===== src/lsoc_pkg.sv =====
// Package: shared types, constants and tables for the lidar scan clusterer.
package lsoc_pkg;

    localparam int unsigned MIN_RANGE_MM   = 100;
    localparam int unsigned CLUSTER_GAP_MM = 500;
    localparam int unsigned MATE_RADIUS_MM = 450;
    localparam logic [47:0] MATE_RR        = 48'(MATE_RADIUS_MM * MATE_RADIUS_MM);

    localparam int unsigned CORDIC_STEPS = 16;
    localparam logic signed [17:0] CORDIC_X0 = 18'sd19898;
    localparam logic signed [17:0] Q15_MAX   = 18'sd32767;

    // register indexes
    localparam logic [2:0] REG_SELF_X    = 3'd0;
    localparam logic [2:0] REG_SELF_Y    = 3'd1;
    localparam logic [2:0] REG_HEADING   = 3'd2;
    localparam logic [2:0] REG_MATE_A_X  = 3'd3;
    localparam logic [2:0] REG_MATE_A_Y  = 3'd4;
    localparam logic [2:0] REG_MATE_B_X  = 3'd5;
    localparam logic [2:0] REG_MATE_B_Y  = 3'd6;
    localparam logic [2:0] REG_RANGE_LIM = 3'd7;

    localparam logic KIND_CLUSTER = 1'b0;
    localparam logic KIND_SUMMARY = 1'b1;

    typedef struct packed {
        logic [15:0] range_mm;
        logic [15:0] beam_angle;
        logic        invalid;
        logic        scan_end;
    } t_in_item;

    typedef struct packed {
        logic               kind;
        logic signed [19:0] obstacle_x;
        logic signed [19:0] obstacle_y;
        logic [15:0]        obstacle_range;
        logic [15:0]        nearest_range;
        logic [15:0]        nearest_angle;
        logic               last;
    } t_out_item;

    // controller -> datapath
    typedef struct packed {
        logic load;       // capture input item
        logic cordic_go;  // start rotation
        logic proj;       // project to world
        logic mate_sq;    // square distances
        logic decide;     // compute teammate verdict
        logic update;     // update cluster / scan state
        logic clear;      // end of scan reset
    } t_cmd;

    // datapath -> controller
    typedef struct packed {
        logic keep;       // range window pass
        logic cordic_done;
        logic clear_mate; // not near either teammate
        logic gap_emit;   // gap closes an open cluster
        logic open;       // cluster open (after update)
        logic scan_end;
    } t_sts;

    // atan(2^-i) in 2^32 per turn, truncated to 33 bits plus sign
    function automatic logic signed [33:0] atan_lut(input logic [3:0] i);
        unique case (i)
            4'd0:  atan_lut = 34'sd536870912;
            4'd1:  atan_lut = 34'sd316933406;
            4'd2:  atan_lut = 34'sd167458907;
            4'd3:  atan_lut = 34'sd85004756;
            4'd4:  atan_lut = 34'sd42667331;
            4'd5:  atan_lut = 34'sd21354465;
            4'd6:  atan_lut = 34'sd10679838;
            4'd7:  atan_lut = 34'sd5340245;
            4'd8:  atan_lut = 34'sd2670163;
            4'd9:  atan_lut = 34'sd1335087;
            4'd10: atan_lut = 34'sd667544;
            4'd11: atan_lut = 34'sd333772;
            4'd12: atan_lut = 34'sd166886;
            4'd13: atan_lut = 34'sd83443;
            4'd14: atan_lut = 34'sd41722;
            default: atan_lut = 34'sd20861;
        endcase
    endfunction

endpackage


===== src/lsoc_ctrl.sv =====
// Controller: sequences one beam through the datapath and drives the result register.
module lsoc_ctrl (
    input  logic                 i_clk,
    input  logic                 i_rst_n,
    input  logic                 i_in_valid,
    output logic                 o_in_ready,
    input  logic                 i_out_ready,
    output logic                 o_out_valid,
    output lsoc_pkg::t_out_item  o_out_item,
    output lsoc_pkg::t_cmd       o_cmd,
    input  lsoc_pkg::t_sts       i_sts,
    input  lsoc_pkg::t_out_item  i_gap_res,
    input  lsoc_pkg::t_out_item  i_flush_res,
    input  lsoc_pkg::t_out_item  i_sum_res
);
    import lsoc_pkg::*;

    typedef enum logic [3:0] {
        S_IDLE, S_CHECK, S_ROT, S_PROJ, S_SQ, S_DEC, S_UPD,
        S_GAP, S_FLUSH, S_SUM, S_CLR
    } t_state;

    t_state    r_state;
    logic      r_out_valid;
    t_out_item r_out;
    logic      n_free;
    logic      n_out_load;
    t_out_item n_out_sel;

    assign n_free = !r_out_valid || i_out_ready;

    always_comb begin
        o_cmd = '0;
        o_cmd.load      = (r_state == S_IDLE) && i_in_valid;
        o_cmd.cordic_go = (r_state == S_CHECK) && i_sts.keep;
        o_cmd.proj      = (r_state == S_PROJ);
        o_cmd.mate_sq   = (r_state == S_SQ);
        o_cmd.decide    = (r_state == S_DEC);
        o_cmd.update    = (r_state == S_UPD) && i_sts.clear_mate;
        o_cmd.clear     = (r_state == S_CLR);
    end

    // result to load into the output register this cycle
    always_comb begin
        n_out_load = 1'b0;
        n_out_sel  = i_sum_res;
        unique case (r_state)
            S_GAP: if (i_sts.gap_emit && n_free) begin
                n_out_load = 1'b1;
                n_out_sel  = i_gap_res;
            end
            S_FLUSH: if (i_sts.open && n_free) begin
                n_out_load = 1'b1;
                n_out_sel  = i_flush_res;
            end
            S_SUM:   n_out_load = n_free;
            default: ;
        endcase
    end

    assign o_in_ready  = (r_state == S_IDLE);
    assign o_out_valid = r_out_valid;
    assign o_out_item  = r_out;

    always_ff @(posedge i_clk) begin
        if (!i_rst_n) begin
            r_state     <= S_IDLE;
            r_out_valid <= 1'b0;
        end else begin
            if (n_out_load) begin
                r_out_valid <= 1'b1;
                r_out       <= n_out_sel;
            end else if (i_out_ready) begin
                r_out_valid <= 1'b0;
            end
            unique case (r_state)
                S_IDLE:  if (i_in_valid) r_state <= S_CHECK;
                S_CHECK: r_state <= i_sts.keep ? S_ROT :
                                    (i_sts.scan_end ? S_FLUSH : S_IDLE);
                S_ROT:   if (i_sts.cordic_done) r_state <= S_PROJ;
                S_PROJ:  r_state <= S_SQ;
                S_SQ:    r_state <= S_DEC;
                S_DEC:   r_state <= S_UPD;
                S_UPD:   r_state <= S_GAP;
                S_GAP: begin
                    if (!i_sts.gap_emit || n_free) begin
                        r_state <= i_sts.scan_end ? S_FLUSH : S_IDLE;
                    end
                end
                S_FLUSH: begin
                    if (!i_sts.open || n_free) begin
                        r_state <= S_SUM;
                    end
                end
                S_SUM:   if (n_free) r_state <= S_CLR;
                S_CLR:   r_state <= S_IDLE;
                default: r_state <= S_IDLE;
            endcase
        end
    end

    a_out_hold: assert property (@(posedge i_clk) disable iff (!i_rst_n)
        r_out_valid && !i_out_ready |=> r_out_valid && $stable(r_out))
        else $error("result changed while stalled");
    a_ready_idle: assert property (@(posedge i_clk) disable iff (!i_rst_n)
        o_in_ready |-> !o_cmd.update && !o_cmd.clear)
        else $error("state update while idle");
    a_sum_last: assert property (@(posedge i_clk) disable iff (!i_rst_n)
        r_out_valid && r_out.kind == KIND_SUMMARY |-> r_out.last)
        else $error("summary without last");

endmodule


===== config.mk =====
export PLATFORM = sky130hd
export DESIGN_NAME = lsoc_ctrl
export DESIGN_NICKNAME = d
export VERILOG_FILES = /design/src/lsoc_pkg.sv /design/src/lsoc_ctrl.sv
export SDC_FILE = /design/constraint.sdc
export NUM_CORES = 1
export LEC_CHECK = 0
export BUFFER_PORTS_ARGS = -buffer_cell sky130_fd_sc_hd__buf_2
export CORE_AREA = 2 2 145 147
export CTS_CLUSTER_DIAMETER = 40
export DETAILED_ROUTE_END_ITERATION = 8
export DIE_AREA = 0 0 147 149
export GPL_TIMING_DRIVEN = 0
export SLEW_MARGIN = 20
export SYNTH_ARGS = -nofsm -noshare
export SYNTH_HDL_FRONTEND = slang
export SYNTH_SLANG_ARGS = --single-unit
export TNS_END_PERCENT = 100

===== constraint.sdc =====
create_clock -name i_clk -period 3.9 [get_ports i_clk]
set_input_delay 0.195 -clock i_clk [delete_from_list [all_inputs] [get_ports i_clk]]
set_output_delay 0.195 -clock i_clk [all_outputs]
set_load 0.005 [all_outputs]

==> metrics, run 1 <==
antenna-violating nets left=0; Internal=1.756 mW; Clock Pin Slew Worst Setup and Hold Paths=0.07 ns; status=completed; DRC Markers=0; crit-path cells=or3b_1, nor3_4, clkbuf_1, a22oi_1, o21ai_1; Seq cells post-synth=95; hold-fix buffers at CTS=0; switching power=0.5626 mW; starting density of the core=0.2301; antenna violations before repair=0; share of the core filled with cells=0.3542; delay-heaviest family, CP=simple AND/OR/NAND/NOR gates; Syn Area/Cell=10.61 um2; clock share of power=0.354; switching portion of total power=0.2426; largest net degree at the start of global routing=48; n_diodes=0; CTS tree=done; Period minus WS final=2.415 ns; Clock Tree Buf Depth=2; CTS sink count=95; R2R Path Start=r_state[0]; DRT Wirelength=17540 um; CP peak stage delay=0.63 ns; die area=21900 um2; PwrDens=318.5 nW/um2; EDFF count, synth=90; Placement Setup Slack=1.175 ns; commonest non-fill, non-tap cells in the layout=buf_2 (379), inv_1 (92), a22oi_1 (90), o21ai_1 (90), edfxtp_1 (90); sequential share of power=0.496; Num CTS Buffers=9; Hold Crit Endpoint=o_out_item[12]; max cap viols=0; Mapped Nets=726; Hold Vio Cnt, Final=0; final period utilization=0.6193; Async SR Flop Fraction=0; crit path max-delay cell type=clkbuf_1; Hold Crit Depth=3; FMAX=414.0 MHz; sequential area share after synthesis=0.5924; vias=4880; commonest non-fill, non-tap cell in the layout=buf_2; remaining global-route overflow=0; # Post-CTS Setup Buffers=0; post-synth cell types=33; Worst Path Max Fanout=10; row count=53; final net count=1116; Die Y-Extent=149 um; setup violators final=0; flop2flop setup slack=1.48 ns; Fill cells=2135; mapped cell area=4731 um2; H-tree depth=3; Max Slew Vio Count=0; worst slew pin tran=0.7328 ns; vias in the first global route=4651; CP Buf/Inv Count=1; 1st-pass router iterations=5; Syn. warnings=0; peak supply drop=175.8 uV; GR Util All Layers=0.1511; Hold/Removal Path Class=primary input to register; CORE AREA=20560 um2; vias per cell=4.377; CP required=4.06 ns; Slew headroom=0.5115; CP arrival=2.58 ns; Gate power share=0.150; first-pass GRT wire length=25050 um; die width=147 um; Final Worst Setup Slack=1.485 ns; crit path launch type=register; R2R cell count=5; dpl hpwl=13990 um; WS Path Type=register to register; RSZ-0062 raised after global routing=no; CTS resizes=0; root buf cell=clkbuf_16; area delta synth->final=53.90%; R2R Path End=o_out_item[29]; initial drt markers=187; HP Start=i_flush_res[12]; Fin Clk Skew=0.007731 ns; share of cells above drive strength 1=0.4881; Routed wire per std cell=15.73 um; Most used DFF post-synth=edfxtp_1; Critical Path Sink Type=register; worst hold slack=0.1540 ns; GP Congestion=0.8113; Gate Count Post-Synth=446; # IOs=379; worst skew pair latency=0.35 ns; Pleak=3.350 nW; # port buffers=378
[registers in the layout (all words and copies together), names as in the netlist]
register,flops
o_out_valid,1
o_out_item,90
r_state,4
[metal layers]
metal | GRT usage | wire, um | part of all wire | vias up
met2 | 0.2754 | 8919 | 0.51 | 225
met3 | 0.03364 | 1220 | 0.070 | 24
met1 | 0.1751 | 7025 | 0.40 | 2218
met5 | 0 | 0 | 0 | -
met4 | 0.05337 | 371 | 0.021 | 0
li1 | - | - | - | 2413
[stage by stage]
step	instance area, um2	total power, mW	cells	setup TNS [ns]
floorplan	4731	1.313	446	0
global placement	6967	1.516	1099	-61.14
detailed placement	7005	1.520	1100	0
CTS	7274	2.362	1115	0
global route	7281	2.428	1115	0
finish	7281	2.319	1115	0
[cell usage after synthesis (2+ instances only)]
library cell / n / area [um2]
dfxtp_1: 5 / 100.1
nand2b_1: 5 / 31.28
inv_1: 92 / 345.3
o22ai_1: 2 / 12.51
a21oi_1: 3 / 15.01
nand3b_1: 2 / 15.01
nor2_1: 4 / 15.01
buf_4: 10 / 75.07
o21ai_1: 90 / 450.4
nor3_2: 2 / 20.02
nor3_1: 5 / 25.02
edfxtp_1: 90 / 2703
a22oi_1: 90 / 675.7
mux2i_1: 2 / 20.02
nand2_1: 4 / 15.01
clkbuf_1: 21 / 78.83
nor4_1: 3 / 18.77
[final cells by class]
type                    count  area [um2]  area share
plain buffers              32       158.9     0.02183
clock buffers               9       225.2     0.03093
clock inverters             6       43.79    0.006015
inverters                  92       345.3     0.04743
multi-input cells         227        1441      0.1980
flip-flops and latches     95        2803      0.3849
well taps                 275       344.1     0.04726
repair buffers            379        1919      0.2636
[power groups by stage]
stage	logic (mW)	registers (mW)	clock network [mW]
after detailed placement	0.347	1.17	0
after CTS	0.349	1.15	0.862
after floorplan	0.137	1.18	0
final	0.347	1.15	0.821
after global placement	0.341	1.18	0
after global routing	0.388	1.15	0.888
[worst register-to-register path: stages, from the launching register on]
cell      delay, ns
dfxtp_1        0.33
or3b_1         0.42
nor3_4         0.53
clkbuf_1       0.63
a22oi_1        0.16
o21ai_1        0.18
[cell families (layout without fill, tap and decap cells)]
logic type | count (synthesis) | in the layout | synth area share
AND/OR/NAND/NOR | 33 | 33 | 0.04100
flip-flops | 95 | 95 | 0.5924
multiplexers | 3 | 3 | 0.006612
AO/OA/AOI/OAI | 191 | 191 | 0.2534
buffers and inverters | 124 | 518 | 0.1066
[how the worst max path moves through the flow]
stage	endpoint	cells after the start	slack (ns)	start
floorplan	o_out_item[0]	4	0.44	r_state[1]
global placement	o_out_item[0]	4	-0.69	r_state[1]
detailed placement	o_out_item[29]	5	1.18	r_state[0]
CTS	o_out_item[29]	5	1.15	r_state[0]
global route	o_out_item[29]	6	1.29	r_state[2]
finish	o_out_item[29]	5	1.48	r_state[0]
No activity file was read; power rests on OpenSTA's default activity.
==> run 2: changes to the inputs <==
--- a/config.mk
+++ b/config.mk
@@ -5,11 +5,12 @@
 export SDC_FILE = /design/constraint.sdc
 export NUM_CORES = 1
 export LEC_CHECK = 0
+export ABC_AREA = 1
 export BUFFER_PORTS_ARGS = -buffer_cell sky130_fd_sc_hd__buf_2
-export CORE_AREA = 2 2 145 147
+export CORE_AREA = 2 2 148 150
 export CTS_CLUSTER_DIAMETER = 40
 export DETAILED_ROUTE_END_ITERATION = 8
-export DIE_AREA = 0 0 147 149
+export DIE_AREA = 0 0 150 152
 export GPL_TIMING_DRIVEN = 0
 export SLEW_MARGIN = 20
 export SYNTH_ARGS = -nofsm -noshare
==> constraint.sdc (replaced) <==
create_clock -name i_clk -period 2 [get_ports i_clk]
set_input_delay 0.1 -clock i_clk [delete_from_list [all_inputs] [get_ports i_clk]]
set_output_delay 0.1 -clock i_clk [all_outputs]
set_load 0.005 [all_outputs]
==> run 2 against run 1 <==
  * Setup slack worse by 1.4 ns
  * Combinational power rose to 5.7 times the previous value
  * Flip-flop and latch count unchanged
  * Sequential power up 130%
  * First-iteration DRC count up 66%
  * Critical path depth up 5
  * Synthesized cell count up 30%
  * Non-clock buffer count up 16
  * Total power rose to 2.8 times the previous value
  * Clock-buffer cell count unchanged
  * Largest cell class unchanged
  * Largest power group unchanged
==> metrics, run 2 <==
worst slew pin tran=0.3328 ns (was 0.7328 ns); post-synth cell types=21 (was 33); 1st-pass router iterations=5 (unchanged); Clock Tree Buf Depth=2 (unchanged); DRC Markers=0 (unchanged); Most used DFF post-synth=edfxtp_1 (unchanged); # port buffers=378 (unchanged); Async SR Flop Fraction=0 (unchanged); Fill cells=2155 (was 2135); area delta synth->final=45.50% (was 53.90%); Post-Layout Cell Count=1264 (was 1115); post-synth top area cell=edfxtp_1 (unchanged); max cap viols=0 (unchanged); status=completed (unchanged); die area=22800 um2 (was 21900 um2); peak supply drop=508.7 uV (was 175.8 uV); most instantiated library cell after synthesis=nand2_1 (was inv_1); commonest cells in the netlist=nand2_1 (206), nand3_2 (180), edfxtp_1 (90) (was inv_1 (92), a22oi_1 (90), edfxtp_1 (90), o21ai_1 (90), clkbuf_1 (21)); initial drt markers=311 (was 187); mapped cell area=6033 um2 (was 4731 um2); Worst Path Max Fanout=14 (was 10); EDFF count, synth=90 (unchanged); Post-Synth Simple-Gate Area=0.4548 (was 0.04099); antenna violations before repair=1 (was 0); final instance area=8778 um2 (was 7281 um2); largest net degree at the start of global routing=52 (was 48); Fin Clk Skew=0.006724 ns (was 0.007731 ns); commonest non-fill, non-tap cell in the layout=buf_2 (unchanged); Final Worst Setup Slack=0.1067 ns (was 1.485 ns); CP arrival=1.95 ns (was 2.58 ns); Die Y-Extent=152 um (was 149 um); Compound-Gate Fraction of Synth Area=0.003940 (was 0.2534); area post-placement=8354 um2 (was 7005 um2); Max Slew Vio Count=0 (unchanged); Slew headroom=0.7773 (was 0.5115); FMAX=528.2 MHz (was 414.0 MHz); top cell type's share of synthesized area=0.4479 (was 0.5713); H-tree depth=3 (unchanged); Clock Pin Slew Worst Setup and Hold Paths=0.07 ns (about the same); row count=54 (was 53); RSZ-0062 raised after global routing=yes (was no); placed cells=1240 (was 1100); GR Util All Layers=0.1827 (was 0.1511); synthesized-area fraction occupied by adder cells=0 (unchanged); starting density of the core=0.2826 (was 0.2301); CORE AREA=21350 um2 (was 20560 um2); GP Congestion=0.8904 (was 0.8113); Syn Area/Cell=10.42 um2 (was 10.61 um2); CTS tree=done (unchanged); largest family of logic cells by synthesized area=simple AND/OR/NAND/NOR gates (was compound AO/OA/AOI/OAI gates); dpl hpwl=16360 um (was 13990 um); Num CTS Buffers=9 (unchanged); PwrDens=736.3 nW/um2 (was 318.5 nW/um2); first-pass GRT wire length=31920 um (was 25050 um); WS Path Type=register to register (unchanged); Hold Vio Cnt, Final=0 (unchanged); remaining global-route overflow=0 (unchanged); vias in the first global route=5748 (was 4651); Period minus WS final=1.893 ns (was 2.415 ns); share of the core filled with cells=0.4112 (was 0.3542); Gate Count Post-Synth=579 (was 446); final net count=1259 (was 1116); Mapped Nets=859 (was 726); CTS sink count=95 (unchanged); Area contributors post-synth=edfxtp_1 (45%), nand3_2 (30%), nand2_1 (13%) (was edfxtp_1 (57%), a22oi_1 (14%), o21ai_1 (9.5%)); vias=5632 (was 4880); worst skew pair latency=0.35 ns (about the same); Placement Setup Slack=-0.3558 ns (was 1.175 ns); root buf cell=clkbuf_16 (unchanged); Hold/Removal Path Class=primary input to register (unchanged); Seq cells post-synth=95 (unchanged); vias per cell=4.456 (was 4.377); # IOs=379 (unchanged); Pleak=4.447 nW (was 3.350 nW); worst hold slack=0.02322 ns (was 0.1540 ns); sequential area share after synthesis=0.4645 (was 0.5924); crit path launch type=register (unchanged); setup violators final=0 (unchanged); Hold Crit Depth=3 (unchanged); antenna-violating nets left=0 (unchanged); DRT Wirelength=21280 um (was 17540 um); CP required=2.06 ns (was 4.06 ns); R2R cell count=10 (was 5); share of cells above drive strength 1=0.6521 (was 0.4881); Critical Path Sink Type=register (unchanged); commonest non-fill, non-tap cells in the layout=buf_2 (386), nand2_1 (206), nand3_2 (180), edfxtp_1 (90), nor2_1 (21) (was buf_2 (379), inv_1 (92), a22oi_1 (90), o21ai_1 (90), edfxtp_1 (90)); Synth Area in XOR/XNOR=0 (unchanged); Syn. warnings=0 (unchanged); Routed wire per std cell=16.83 um (was 15.73 um); final period utilization=0.9467 (was 0.6193); max reg flops=90 (unchanged); multiplexer area fraction after synthesis=0 (was 0.006612); die width=150 um (was 147 um)
-- run 2: changes by cell type after synthesis, sizes merged, moves of 3 or more --
| cell | change |
|---|---|
| nand2 | +205 |
| a22oi | -90 |
| nand3 | +185 |
| nor4 | -3 |
| clkbuf | -21 |
| buf | +27 |
| nor2 | +22 |
| nand2b | -5 |
| nor3 | -7 |
| inv | -71 |
| o21ai | -89 |
| a21oi | -3 |
-- run 2: power by group --
part           internal, mW  leakage, nW  switching, mW  total (mW)
sequential             2.51        0.858         0.0864        2.59
clock                  1.09        0.151          0.806        1.90
combinational         0.847         3.44           1.13        1.98
-- run 2: per-layer routing --
metal | vias up | share of wire | track usage
met5 | - | 0.00052 | 0
met2 | 234 | 0.49 | 0.3131
met3 | 37 | 0.073 | 0.04084
met1 | 2570 | 0.41 | 0.2265
li1 | 2789 | - | -
met4 | 2 | 0.023 | 0.05885
-- run 2: worst paths after layout --
path,start,endpoint,slack [ns]
hold reg to reg,r_state[3],r_state[3],0.52
setup / recovery,r_state[1],o_out_item[72],0.11
setup reg to reg,r_state[1],o_out_item[72],0.11
hold / removal,i_rst_n,r_state[3],0.02
-- run 2: per-stage QoR --
| stage | power, mW | TNS [ns] |
|---|---|---|
| 6_report | 6.464 | 0 |
| 5_1_grt | 6.840 | -0.06416 |
| 4_1_cts | 6.503 | 0 |
| 3_5_place_dp | 4.547 | -18.02 |
| 3_3_place_gp | 4.496 | -159.51 |
| 2_1_floorplan | 3.718 | -62.37 |
-- run 2: layout make-up --
| class | count | area [um2] | area share |
|---|---|---|---|
| clock inverters | 6 | 85.08 | 0.009692 |
| flip-flops and latches | 95 | 2811 | 0.3203 |
| plain buffers | 38 | 396.6 | 0.04518 |
| repair buffers | 389 | 2044 | 0.2329 |
| clock buffers | 9 | 225.2 | 0.02566 |
| well taps | 280 | 350.3 | 0.03991 |
| diodes | 1 | 2.502 | 0.0002851 |
| multi-input cells | 425 | 2778 | 0.3164 |
| inverters | 21 | 85.08 | 0.009692 |
-- run 2: kinds of logic (layout without fill, tap and decap cells) --
family | after synthesis | count (layout)
compound gates | 4 | 4
other cells | 0 | 1
buf+inv | 59 | 463
flops | 95 | 95
simple gates | 421 | 421
-- run 2: critical path: stages (launching register included) --
cell and delay (ns):
dfxtp_4 0.37, inv_2 0.06, nand2_1 0.07, nor2_2 0.16, nand3_2 0.12, buf_12 0.14, o211ai_1 0.08, nand2_1 0.12
clkinvlp_4 0.16, buf_8 0.15, buf_12 0.15
-- run 2: what timing repair did --
action,4_1_cts,5_1_grt
hold buffers,0,0
resized for setup,5,5
setup buffers,3,4
pin swaps,0,3
cloned,1,1
endpoints found under the setup margin,78,64
